<file path="config.mk">
export PLATFORM = sky130hd
export DESIGN_NAME = best_detection_box_decode_core
export DESIGN_NICKNAME = d
export VERILOG_FILES = /design/src/sv/bdbd_pkg.sv /design/src/sv/bdbd_div.sv /design/src/sv/bdbd_dpath.sv /design/src/sv/bdbd_ctrl.sv /design/src/sv/best_detection_box_decode_core.sv
export SDC_FILE = /design/constraint.sdc
export NUM_CORES = 2
export LEC_CHECK = 0
export ABC_AREA = 1
export BUFFER_PORTS_ARGS = -buffer_cell sky130_fd_sc_hd__clkbuf_2
export CAP_MARGIN = 20
export CORE_MARGIN = 8
export CORE_UTILIZATION = 55
export DETAILED_ROUTE_END_ITERATION = 16
export PLACE_DENSITY = 0.82
export SYNTH_ARGS = -nofsm -noshare
export SYNTH_HDL_FRONTEND = slang
export SYNTH_SLANG_ARGS = --single-unit
</file>
<file path="constraint.sdc">
create_clock -name i_clk -period 20.1 [get_ports i_clk]
set_input_delay 1.005 -clock i_clk [delete_from_list [all_inputs] [get_ports i_clk]]
set_output_delay 1.005 -clock i_clk [all_outputs]
set_load 0.01 [all_outputs]
</file>
<file path="src/sv/bdbd_pkg.sv">
// Shared types, codes and constants of the best detection box decoder.
`default_nettype none
package bdbd_pkg;

    localparam int LARGE_GRID_DEF   = 32;
    localparam int SMALL_GRID_DEF   = 16;
    localparam int ANCHOR_SLOTS_DEF = 3;

    localparam int NUM_ANCHORS = 6;
    localparam int ANCHOR_IW   = 3;

    localparam logic [2:0] CFG_THRESH  = 3'd0;
    localparam logic [2:0] CFG_IMG     = 3'd1;
    localparam logic [2:0] CFG_ANCHOR0 = 3'd2;

    localparam logic signed [15:0] THRESH_RST = 16'sd64;
    localparam logic [12:0]        IMG_RST    = 13'd512;
    localparam logic [15:0]        ANCHOR_RST [NUM_ANCHORS] =
        '{16'd3598, 16'd4112, 16'd4626, 16'd5397, 16'd6682, 16'd8995};

    localparam logic [ANCHOR_IW-1:0] ANCHOR_BASE_LARGE = 3'd3;

    localparam int DIV_W  = 64;
    localparam int DIV_QW = 25;
    localparam int DIV_CW = $clog2(DIV_QW);

    localparam logic signed [33:0] LOG2E_Q16 = 34'sd94548;
    localparam logic [31:0]        EXP_C3    = 32'd5115;
    localparam logic [15:0]        EXP_C2    = 16'd14838;
    localparam logic [15:0]        EXP_C1    = 16'd45580;
    localparam logic [16:0]        EXP_ONE   = 17'h10000;

    localparam logic [9:0]  SHIFT_ZERO = 10'd26;
    localparam logic [9:0]  SHIFT_SAT  = 10'd24;
    localparam logic [22:0] SIZE_MAX   = 23'h7FFFFF;

    typedef struct packed {
        logic               head;
        logic [1:0]         anchor_slot;
        logic [4:0]         row;
        logic [4:0]         col;
        logic signed [15:0] offset_x;
        logic signed [15:0] offset_y;
        logic signed [15:0] log_width;
        logic signed [15:0] log_height;
        logic signed [15:0] objectness;
        logic               last;
    } t_in_item;

    typedef struct packed {
        logic               found;
        logic signed [23:0] center_x;
        logic signed [23:0] center_y;
        logic [22:0]        box_width;
        logic [22:0]        box_height;
        logic signed [15:0] score;
    } t_out_item;

    typedef struct packed {
        logic track;
        logic pass;
        logic c_start;
        logic c_store;
        logic z_en;
        logic p1_en;
        logic p2_en;
        logic p3_en;
        logic n_en;
        logic sz_start;
        logic sz_store;
        logic out_load;
    } t_cmd;

    typedef struct packed {
        logic found;
        logic div_done;
    } t_status;

    typedef enum logic [3:0] {
        S_TRACK,
        S_CHECK,
        S_C_LD,
        S_C_RUN,
        S_Z,
        S_P1,
        S_P2,
        S_P3,
        S_N,
        S_SZ_LD,
        S_SZ_RUN,
        S_DONE
    } t_state;

endpackage
`default_nettype wire

</file>
<file path="src/sv/bdbd_div.sv">
// Restoring divider, one quotient bit per cycle.
`default_nettype none
module bdbd_div (
    input  wire logic                        i_clk,
    input  wire logic                        i_rst_n,
    input  wire logic                        i_start,
    input  wire logic [bdbd_pkg::DIV_W-1:0]  i_dividend,
    input  wire logic [bdbd_pkg::DIV_W-1:0]  i_divisor,
    output logic                             o_done,
    output logic [bdbd_pkg::DIV_QW-1:0]      o_quotient
);

    logic                         r_busy;
    logic                         r_done;
    logic [bdbd_pkg::DIV_CW-1:0]  r_cnt;
    logic [bdbd_pkg::DIV_W-1:0]   r_rem;
    logic [bdbd_pkg::DIV_W-1:0]   r_dvs;
    logic [bdbd_pkg::DIV_QW-1:0]  r_quo;

    always_ff @(posedge i_clk) begin
        if (!i_rst_n) begin
            r_busy <= 1'b0;
            r_done <= 1'b0;
        end else begin
            r_done <= r_busy && (r_cnt == '0);
            if (i_start) begin
                r_busy <= 1'b1;
            end else if (r_busy && (r_cnt == '0)) begin
                r_busy <= 1'b0;
            end
        end
    end

    always_ff @(posedge i_clk) begin
        if (i_start) begin
            r_rem <= i_dividend;
            r_dvs <= i_divisor << (bdbd_pkg::DIV_QW - 1);
            r_cnt <= bdbd_pkg::DIV_CW'(bdbd_pkg::DIV_QW - 1);
            r_quo <= '0;
        end else if (r_busy) begin
            if (r_rem >= r_dvs) begin
                r_rem <= r_rem - r_dvs;
                r_quo <= {r_quo[bdbd_pkg::DIV_QW-2:0], 1'b1};
            end else begin
                r_quo <= {r_quo[bdbd_pkg::DIV_QW-2:0], 1'b0};
            end
            r_dvs <= r_dvs >> 1;
            r_cnt <= r_cnt - 1'b1;
        end
    end

    assign o_done     = r_done;
    assign o_quotient = r_quo;

endmodule
`default_nettype wire

</file>
<file path="src/sv/bdbd_dpath.sv">
// Datapath: config registers, best-cell tracking, box decode arithmetic, result register.
`default_nettype none
module bdbd_dpath #(
    parameter int LARGE_GRID   = bdbd_pkg::LARGE_GRID_DEF,
    parameter int SMALL_GRID   = bdbd_pkg::SMALL_GRID_DEF,
    parameter int ANCHOR_SLOTS = bdbd_pkg::ANCHOR_SLOTS_DEF
) (
    input  wire logic                i_clk,
    input  wire logic                i_rst_n,
    input  wire bdbd_pkg::t_cmd      i_cmd,
    output bdbd_pkg::t_status        o_status,
    input  wire bdbd_pkg::t_in_item  i_in_data,
    input  wire logic                i_cfg_valid,
    input  wire logic [2:0]          i_cfg_index,
    input  wire logic [15:0]         i_cfg_data,
    output bdbd_pkg::t_out_item      o_out_data
);

    localparam logic signed [26:0] LG = 27'(LARGE_GRID);
    localparam logic signed [26:0] SG = 27'(SMALL_GRID);
    localparam logic [1:0] SLOT_MAX = 2'((ANCHOR_SLOTS - 1 > 2) ? 2 : ANCHOR_SLOTS - 1);
    localparam logic [30:0] RECIP_L =
        31'(((64'd1 << 32) + 64'(2 * LARGE_GRID) - 64'd1) / 64'(2 * LARGE_GRID));
    localparam logic [30:0] RECIP_S =
        31'(((64'd1 << 32) + 64'(2 * SMALL_GRID) - 64'd1) / 64'(2 * SMALL_GRID));

    logic signed [15:0]   r_thresh;
    logic [12:0]          r_img;
    logic [15:0]          r_anchor [bdbd_pkg::NUM_ANCHORS];

    logic                 r_valid;
    bdbd_pkg::t_in_item   r_best;

    logic                 r_c_neg;
    logic [24:0]          r_c_mag;
    logic signed [23:0]   r_cx;
    logic signed [23:0]   r_cy;
    logic signed [25:0]   r_z;
    logic [31:0]          r_acc;
    logic [24:0]          r_nprod;
    logic                 r_sz_zero;
    logic                 r_sz_sat;
    logic [22:0]          r_bw;
    logic [22:0]          r_bh;
    bdbd_pkg::t_out_item  r_out;

    logic                 found;
    logic [4:0]           c_idx;
    logic signed [15:0]   c_off;
    logic signed [26:0]   c_grid;
    logic signed [26:0]   c_n;
    logic signed [26:0]   c_num;
    logic                 c_neg;
    logic [26:0]          c_mag;
    logic [30:0]          c_recip;
    logic [55:0]          c_prod;
    logic [23:0]          c_quo;

    logic signed [15:0]   z_log;
    logic signed [33:0]   z_prod;
    logic [15:0]          e_f;
    logic [15:0]          e_p1;
    logic [15:0]          e_p2;
    logic [16:0]          e_m;
    logic [1:0]           a_slot;
    logic [bdbd_pkg::ANCHOR_IW-1:0] a_idx;
    logic [15:0]          a_pair;
    logic [7:0]           a_val;

    logic [9:0]           k_u;
    logic [9:0]           neg_k;
    logic                 k_neg;
    logic                 s_far;
    logic                 s_zero;
    logic                 s_sat;
    logic [4:0]           sh_num;
    logic [4:0]           sh_den;
    logic [12:0]          img_eff;
    logic [bdbd_pkg::DIV_W-1:0] s_num;
    logic [bdbd_pkg::DIV_W-1:0] s_den;

    logic                 div_start;
    logic                 div_done;
    logic [bdbd_pkg::DIV_W-1:0]  div_dvd;
    logic [bdbd_pkg::DIV_W-1:0]  div_dvs;
    logic [bdbd_pkg::DIV_QW-1:0] q;
    logic signed [23:0]   c_res;
    logic [22:0]          sz_res;

    always_ff @(posedge i_clk) begin
        if (!i_rst_n) begin
            r_thresh <= bdbd_pkg::THRESH_RST;
            r_img    <= bdbd_pkg::IMG_RST;
            for (int i = 0; i < bdbd_pkg::NUM_ANCHORS; i++) begin
                r_anchor[i] <= bdbd_pkg::ANCHOR_RST[i];
            end
        end else if (i_cfg_valid) begin
            case (i_cfg_index)
                bdbd_pkg::CFG_THRESH: begin
                    r_thresh <= i_cfg_data;
                end
                bdbd_pkg::CFG_IMG: begin
                    r_img <= i_cfg_data[12:0];
                end
                default: begin
                    r_anchor[i_cfg_index - bdbd_pkg::CFG_ANCHOR0] <= i_cfg_data;
                end
            endcase
        end
    end

    always_ff @(posedge i_clk) begin
        if (!i_rst_n) begin
            r_valid <= 1'b0;
        end else if (i_cmd.out_load) begin
            r_valid <= 1'b0;
        end else if (i_cmd.track) begin
            r_valid <= 1'b1;
        end
    end

    always_ff @(posedge i_clk) begin
        if (i_cmd.track && (!r_valid || (i_in_data.objectness > r_best.objectness))) begin
            r_best <= i_in_data;
        end
    end

    assign found = r_best.objectness >= r_thresh;

    always_comb begin
        c_idx  = i_cmd.pass ? r_best.row : r_best.col;
        c_off  = i_cmd.pass ? r_best.offset_y : r_best.offset_x;
        c_grid = r_best.head ? SG : LG;
        c_n    = $signed({14'd0, c_idx, 8'd0}) + 27'(c_off);
        c_num  = (c_n <<< 9) + c_grid;
        c_neg  = c_num[26];
        c_mag  = c_neg ? $unsigned(-c_num + (c_grid <<< 1) - 27'sd1) : $unsigned(c_num);
    end

    always_comb begin
        z_log  = i_cmd.pass ? r_best.log_height : r_best.log_width;
        z_prod = 34'(z_log) * bdbd_pkg::LOG2E_Q16;
        e_f    = r_z[15:0];
        e_p1   = 16'(r_acc[28:16]) + bdbd_pkg::EXP_C2;
        e_p2   = r_acc[31:16] + bdbd_pkg::EXP_C1;
        e_m    = {1'b0, r_acc[31:16]} + bdbd_pkg::EXP_ONE;
        a_slot = (r_best.anchor_slot > SLOT_MAX) ? SLOT_MAX : r_best.anchor_slot;
        a_idx  = r_best.head ? {1'b0, a_slot} : bdbd_pkg::ANCHOR_BASE_LARGE + {1'b0, a_slot};
        a_pair = r_anchor[a_idx];
        a_val  = i_cmd.pass ? a_pair[15:8] : a_pair[7:0];
    end

    always_ff @(posedge i_clk) begin
        if (i_cmd.z_en) begin
            r_z <= z_prod[33:8];
        end
        if (i_cmd.p1_en) begin
            r_acc <= bdbd_pkg::EXP_C3 * {16'd0, e_f};
        end
        if (i_cmd.p2_en) begin
            r_acc <= {16'd0, e_p1} * {16'd0, e_f};
        end
        if (i_cmd.p3_en) begin
            r_acc <= {16'd0, e_p2} * {16'd0, e_f};
        end
        if (i_cmd.n_en) begin
            r_nprod <= {8'd0, e_m} * {17'd0, a_val};
        end
    end

    always_comb begin
        k_u     = r_z[25:16];
        k_neg   = k_u[9];
        neg_k   = 10'd0 - k_u;
        s_far   = k_neg && (neg_k >= bdbd_pkg::SHIFT_ZERO);
        s_zero  = (r_nprod == '0) || s_far;
        s_sat   = !k_neg && (k_u >= bdbd_pkg::SHIFT_SAT);
        sh_num  = (!k_neg && !s_sat) ? k_u[4:0] : 5'd0;
        sh_den  = (k_neg && !s_far) ? neg_k[4:0] : 5'd0;
        img_eff = (r_img == '0) ? 13'd1 : r_img;
        s_num   = {39'd0, r_nprod} << sh_num;
        s_den   = {51'd0, img_eff} << sh_den;
    end

    assign div_start = i_cmd.sz_start;
    assign div_dvd   = s_num + (s_den >> 1);
    assign div_dvs   = s_den;

    bdbd_div u_div (
        .i_clk      (i_clk),
        .i_rst_n    (i_rst_n),
        .i_start    (div_start),
        .i_dividend (div_dvd),
        .i_divisor  (div_dvs),
        .o_done     (div_done),
        .o_quotient (q)
    );

    always_ff @(posedge i_clk) begin
        if (i_cmd.c_start) begin
            r_c_neg <= c_neg;
            r_c_mag <= c_mag[24:0];
        end
        if (i_cmd.sz_start) begin
            r_sz_zero <= s_zero;
            r_sz_sat  <= s_sat;
        end
    end

    always_comb begin
        c_recip = r_best.head ? RECIP_S : RECIP_L;
        c_prod  = {31'd0, r_c_mag} * {25'd0, c_recip};
        c_quo   = c_prod[55:32];
        c_res   = r_c_neg ? $signed(24'd0 - c_quo) : $signed(c_quo);
        if (r_sz_zero) begin
            sz_res = '0;
        end else if (r_sz_sat || q[24] || q[23]) begin
            sz_res = bdbd_pkg::SIZE_MAX;
        end else begin
            sz_res = q[22:0];
        end
    end

    always_ff @(posedge i_clk) begin
        if (i_cmd.c_store) begin
            if (i_cmd.pass) begin
                r_cy <= c_res;
            end else begin
                r_cx <= c_res;
            end
        end
        if (i_cmd.sz_store) begin
            if (i_cmd.pass) begin
                r_bh <= sz_res;
            end else begin
                r_bw <= sz_res;
            end
        end
    end

    always_ff @(posedge i_clk) begin
        if (i_cmd.out_load) begin
            if (found) begin
                r_out.found      <= 1'b1;
                r_out.center_x   <= r_cx;
                r_out.center_y   <= r_cy;
                r_out.box_width  <= r_bw;
                r_out.box_height <= r_bh;
                r_out.score      <= r_best.objectness;
            end else begin
                r_out <= '0;
            end
        end
    end

    assign o_status.found    = found;
    assign o_status.div_done = div_done;
    assign o_out_data        = r_out;

endmodule
`default_nettype wire

</file>
<file path="src/sv/bdbd_ctrl.sv">
// Controller: frame tracking, decode sequencing and result handshake.
`default_nettype none
module bdbd_ctrl (
    input  wire logic               i_clk,
    input  wire logic               i_rst_n,
    input  wire logic               i_in_valid,
    input  wire logic               i_in_last,
    output logic                    o_in_stall,
    output logic                    o_out_valid,
    input  wire logic               i_out_stall,
    input  wire bdbd_pkg::t_status  i_status,
    output bdbd_pkg::t_cmd          o_cmd
);

    bdbd_pkg::t_state r_state;
    bdbd_pkg::t_state n_state;
    logic             r_pass;
    logic             n_pass;
    logic             r_out_valid;
    logic             n_out_valid;

    always_ff @(posedge i_clk) begin
        if (!i_rst_n) begin
            r_state     <= bdbd_pkg::S_TRACK;
            r_pass      <= 1'b0;
            r_out_valid <= 1'b0;
        end else begin
            r_state     <= n_state;
            r_pass      <= n_pass;
            r_out_valid <= n_out_valid;
        end
    end

    always_comb begin
        n_state     = r_state;
        n_pass      = r_pass;
        n_out_valid = r_out_valid && i_out_stall;
        o_cmd       = '0;
        o_cmd.pass  = r_pass;
        case (r_state)
            bdbd_pkg::S_TRACK: begin
                if (i_in_valid) begin
                    o_cmd.track = 1'b1;
                    if (i_in_last) begin
                        n_state = bdbd_pkg::S_CHECK;
                    end
                end
            end
            bdbd_pkg::S_CHECK: begin
                n_pass  = 1'b0;
                n_state = i_status.found ? bdbd_pkg::S_C_LD : bdbd_pkg::S_DONE;
            end
            bdbd_pkg::S_C_LD: begin
                o_cmd.c_start = 1'b1;
                n_state       = bdbd_pkg::S_C_RUN;
            end
            bdbd_pkg::S_C_RUN: begin
                o_cmd.c_store = 1'b1;
                n_pass        = !r_pass;
                n_state       = r_pass ? bdbd_pkg::S_Z : bdbd_pkg::S_C_LD;
            end
            bdbd_pkg::S_Z: begin
                o_cmd.z_en = 1'b1;
                n_state    = bdbd_pkg::S_P1;
            end
            bdbd_pkg::S_P1: begin
                o_cmd.p1_en = 1'b1;
                n_state     = bdbd_pkg::S_P2;
            end
            bdbd_pkg::S_P2: begin
                o_cmd.p2_en = 1'b1;
                n_state     = bdbd_pkg::S_P3;
            end
            bdbd_pkg::S_P3: begin
                o_cmd.p3_en = 1'b1;
                n_state     = bdbd_pkg::S_N;
            end
            bdbd_pkg::S_N: begin
                o_cmd.n_en = 1'b1;
                n_state    = bdbd_pkg::S_SZ_LD;
            end
            bdbd_pkg::S_SZ_LD: begin
                o_cmd.sz_start = 1'b1;
                n_state        = bdbd_pkg::S_SZ_RUN;
            end
            bdbd_pkg::S_SZ_RUN: begin
                if (i_status.div_done) begin
                    o_cmd.sz_store = 1'b1;
                    n_pass         = !r_pass;
                    n_state        = r_pass ? bdbd_pkg::S_DONE : bdbd_pkg::S_Z;
                end
            end
            bdbd_pkg::S_DONE: begin
                if (!r_out_valid || !i_out_stall) begin
                    o_cmd.out_load = 1'b1;
                    n_out_valid    = 1'b1;
                    n_state        = bdbd_pkg::S_TRACK;
                end
            end
            default: begin
                n_state = bdbd_pkg::S_TRACK;
            end
        endcase
    end

    assign o_in_stall  = (r_state != bdbd_pkg::S_TRACK);
    assign o_out_valid = r_out_valid;

`ifndef SYNTH
    a_last_stalls: assert property (@(posedge i_clk) disable iff (!i_rst_n)
        (i_in_valid && !o_in_stall && i_in_last) |=> o_in_stall)
        else $error("last cell did not stall the input");

    a_done_in_run: assert property (@(posedge i_clk) disable iff (!i_rst_n)
        i_status.div_done |-> (r_state == bdbd_pkg::S_C_RUN ||
                               r_state == bdbd_pkg::S_SZ_RUN))
        else $error("divider finished outside a run state");

    a_load_out: assert property (@(posedge i_clk) disable iff (!i_rst_n)
        o_cmd.out_load |=> (o_out_valid && !o_in_stall))
        else $error("result load did not raise valid and reopen input");
`endif

endmodule
`default_nettype wire

</file>
<file path="src/sv/best_detection_box_decode_core.sv">
// Top level of the best detection box decoder.
// Cells are taken one per cycle while a frame is tracked; input stalls from the last cell
// until the result loads. The result request is valid after decode, or after the threshold
// check when the best score is below threshold, later while a previous result is held.
// Each size: exp steps, divider load, serial divide; each centre: load and store.
// Reset is synchronous, active low: config returns to defaults, tracking and output valid clear.
`default_nettype none
module best_detection_box_decode_core #(
    parameter int LARGE_GRID   = bdbd_pkg::LARGE_GRID_DEF,
    parameter int SMALL_GRID   = bdbd_pkg::SMALL_GRID_DEF,
    parameter int ANCHOR_SLOTS = bdbd_pkg::ANCHOR_SLOTS_DEF
) (
    input  wire logic                i_clk,
    input  wire logic                i_rst_n,
    input  wire logic                i_in_valid,
    output logic                     o_in_stall,
    input  wire bdbd_pkg::t_in_item  i_in_data,
    output logic                     o_out_valid,
    input  wire logic                i_out_stall,
    output bdbd_pkg::t_out_item      o_out_data,
    input  wire logic                i_cfg_valid,
    output logic                     o_cfg_ready,
    input  wire logic [2:0]          i_cfg_index,
    input  wire logic [15:0]         i_cfg_data
);

    bdbd_pkg::t_cmd    cmd;
    bdbd_pkg::t_status status;

    assign o_cfg_ready = 1'b1;

    bdbd_ctrl u_ctrl (
        .i_clk       (i_clk),
        .i_rst_n     (i_rst_n),
        .i_in_valid  (i_in_valid),
        .i_in_last   (i_in_data.last),
        .o_in_stall  (o_in_stall),
        .o_out_valid (o_out_valid),
        .i_out_stall (i_out_stall),
        .i_status    (status),
        .o_cmd       (cmd)
    );

    bdbd_dpath #(
        .LARGE_GRID   (LARGE_GRID),
        .SMALL_GRID   (SMALL_GRID),
        .ANCHOR_SLOTS (ANCHOR_SLOTS)
    ) u_dpath (
        .i_clk       (i_clk),
        .i_rst_n     (i_rst_n),
        .i_cmd       (cmd),
        .o_status    (status),
        .i_in_data   (i_in_data),
        .i_cfg_valid (i_cfg_valid),
        .i_cfg_index (i_cfg_index),
        .i_cfg_data  (i_cfg_data),
        .o_out_data  (o_out_data)
    );

endmodule
`default_nettype wire
</file>
==> results_dict.tcl <==
set metrics [dict create \
    ios 232 \
    path_class "reg -> reg" \
    cts_setup_buffers 0 \
    setup-tns-final_ns 0 \
    grt_use_total_pct 30.6 \
    area_growth_pct 7.65 \
    totalWireLength_um 214000 \
    hold_start "u_dpath.r_thresh[1]" \
    portBuffers 230 \
    core_um2 126000 \
    cts_tree "yes" \
    synth.cell_area_um2 69500 \
    fin_ws_ns 11.09 \
    die_w_um 372 \
    dp_hpwl_um 171000 \
    synth-edff-count 587 \
    post_cts_resized 0 \
    fp-row-count 130 \
    start_util_pct 55.4 \
    setup_viol 0 \
    clock_path_buffers 3 \
    worstSetupStartpoint "u_dpath.r_acc[18]" \
    finalHoldViolCount 0 \
    peakVddDrop_mv 0.506 \
    min_path_type "reg -> reg" \
    wl_per_cell_um 20.7 \
    viasPerCell 5.72 \
    dp.cells 10200 \
    post_dp_cell_area_um2 72300 \
    total_power_mw 13.4 \
    cts.sinks 679 \
    crit_path_top_delay_cell "edfxtp_1" \
    antenna_left 0 \
    rr_startpoint "u_dpath.r_acc[18]" \
    grt_pass1_vias 59600 \
    die_y_um 372 \
    relSlewSlack_pct 20.2 \
    cellPowerDensity_nw_per_um2 179 \
    nets 10100 \
    mostFrequentLayoutCell "inv_1" \
    grt_start_max_net_pins 83 \
    hold_ws_ns 0.460 \
    postCtsHoldBufs 0 \
    cp.required_ns 20.53 \
    pre_cts_ws_ns 11.29 \
    arrival_ns 9.43 \
    drt-pass1-iter-count 9 \
    post-route-period-util_pct 44.8 \
    clkSlewWorstSetupHoldPaths_ns 0.06 \
    cp_common_cell "nand2_1" \
    layout_common_cells "inv_1, nand2_1, nor2_1" \
    tightest_slew_ns 1.18 \
    cts_buffers 74 \
    cpPeakStageDelay_ns 0.78 \
    crit_path_max_fanout 16 \
    antenna_found_initial 2 \
    crit_path_end_kind "flop" \
    clk-insertion-delay-late_ns 0.71 \
    gr-total-overflow 0 \
    synth_warnings 0 \
    start_kind "flop" \
    avgSynthCellArea_um2 8.18 \
    rsz0062_at_grt "no" \
    final-instance-count-excl-fill 10400 \
    drtIter0Drc 5546 \
    htree_levels 3 \
    die_area_um2 138000 \
    design_area_um2 74900 \
    cts_root_buffer "clkbuf_16" \
    timing.fmax_mhz 111 \
    synth_cell_types 64 \
    grt_pass1_wl_um 330000 \
    synthCells 8498 \
    clock_skew_ns 0.0635 \
    layout_min_cycle_time_ns 9.01 \
    num_vias 59200 \
    cap_violations 0 \
    finish.utilization_pct 59.6 \
    gp_congestion 1.04 \
    ys_async_sr_fraction_pct 0 \
    synth_flop_cell "edfxtp_1" \
    status "finished clean" \
    yosysSeqAreaShare_pct 28.0 \
    synth-seq-cells 679 \
    drc 0 \
    drive_above_1_share_pct 5.88 \
    power.static_leakage_nw 36.6 \
    slew_viol_final 0 \
]
==> cells by family (layout without fill, tap and decap cells) <==
kind of cell / after synthesis / count (layout) / share of synthesized area [%]
AO/OA/AOI/OAI: 1218 / 1218 / 9.76
XOR/XNOR: 155 / 155 / 1.96
adder cells (fa/ha/maj): 1322 / 1322 / 30.8
buffers and inverters: 1974 / 2164 / 10.9
flip-flops: 679 / 679 / 28.0
multiplexers: 10 / 10 / 0.144
other: 2 / 17 / 0.0108
AND/OR/NAND/NOR: 3138 / 3138 / 18.5
==> worst max-delay path: cells and delay by family (launching register included) <==
| kind | cells | cell delay (ns) |
|---|---|---|
| buf+inv | 7 | 1.10 |
| flops | 1 | 0.78 |
| fa+ha+maj | 8 | 3.86 |
| compound gates | 2 | 0.27 |
| simple gates | 19 | 2.72 |
==> sequential cells by signal, indices dropped and copies added (netlist names), 4 cells and up <==
| register | count |
|---|---|
| u_dpath.u_div.r_dvs | 64 |
| u_dpath.u_div.r_rem | 64 |
| u_dpath.r_c_mag | 19 |
| u_dpath.r_anchor | 96 |
| u_dpath.r_thresh | 16 |
| u_ctrl.r_state | 4 |
| u_dpath.r_bh | 23 |
| u_dpath.r_cy | 24 |
| u_dpath.u_div.o_quotient | 25 |
| u_dpath.r_img | 13 |
| u_dpath.r_z | 26 |
| u_dpath.o_out_data | 111 |
| u_dpath.u_div.r_cnt | 5 |
| u_dpath.r_acc | 16 |
| u_dpath.r_nprod | 25 |
| u_dpath.r_cx | 24 |
| u_dpath.r_bw | 23 |
| u_dpath.r_best | 93 |
==> final timing paths <==
kind | slack (ns) | to | cells past startpoint
setup reg to reg | 11.09 | u_dpath.r_acc[30] | 36
hold reg to reg | 0.46 | u_dpath.r_thresh[1] | 2
hold / removal | 0.46 | u_dpath.r_thresh[1] | 2
setup / recovery | 11.09 | u_dpath.r_acc[30] | 36
==> final cells by class <==
type	count	area, um2
fillers	10800	50700
flip-flops and latches	679	19500
diodes	2	5.00
clock inverters	43	624
well taps	1650	2060
repair buffers	286	1580
multi-input cells	5858	42600
inverters	1741	6540
clock buffers	94	1960
==> metal layers <==
layer	GRT usage, %	vias to the layer above	share of wire, %
li1	-	27400	-
met1	37.4	28400	38
met2	52.2	2815	48
met3	4.88	639	7.8
met4	15.5	0	6.0
met5	0	-	0
==> report_power, final <==
part	internal [mW]	switching [mW]	total [mW]
logic	3.57	6.15	9.72
clock network	0.823	0.619	1.44
registers	2.17	0.0569	2.23
==> Yosys cell counts, types with 5 or more instances <==
library cell	instances	area share, %
o211ai_1	23	0.25
buf_2	32	0.23
and2_1	14	0.13
o21bai_1	25	0.27
o221ai_1	20	0.25
inv_1	1714	9.3
a211oi_1	5	0.054
nand3_2	6	0.086
inv_2	14	0.076
a31oi_1	66	0.59
o21a_1	19	0.21
nand2_1	1621	8.7
nand3_1	326	2.3
clkbuf_1	162	0.87
buf_4	12	0.13
fa_1	647	19
nor3_1	61	0.44
or2_2	41	0.37
nor2_2	9	0.081
a21boi_0	6	0.065
clkinv_1	12	0.065
a221oi_1	8	0.10
buf_6	9	0.15
xnor2_1	44	0.55
a21o_1	35	0.38
ha_1	675	12
nand4_1	70	0.63
mux2i_1	10	0.14
o311ai_0	6	0.076
nor2_1	937	5.1
and3_1	7	0.063
o31ai_1	8	0.086
a21oi_1	423	3.0
nand3b_1	8	0.086
o21ai_1	19	0.14
o21ai_0	465	3.3
edfxtp_1	587	25
xor2_1	110	1.4
nor4_1	19	0.17
buf_1	18	0.097
o22ai_1	66	0.59
dfxtp_1	92	2.6
Note: power is estimated with default switching activity, not from simulation.
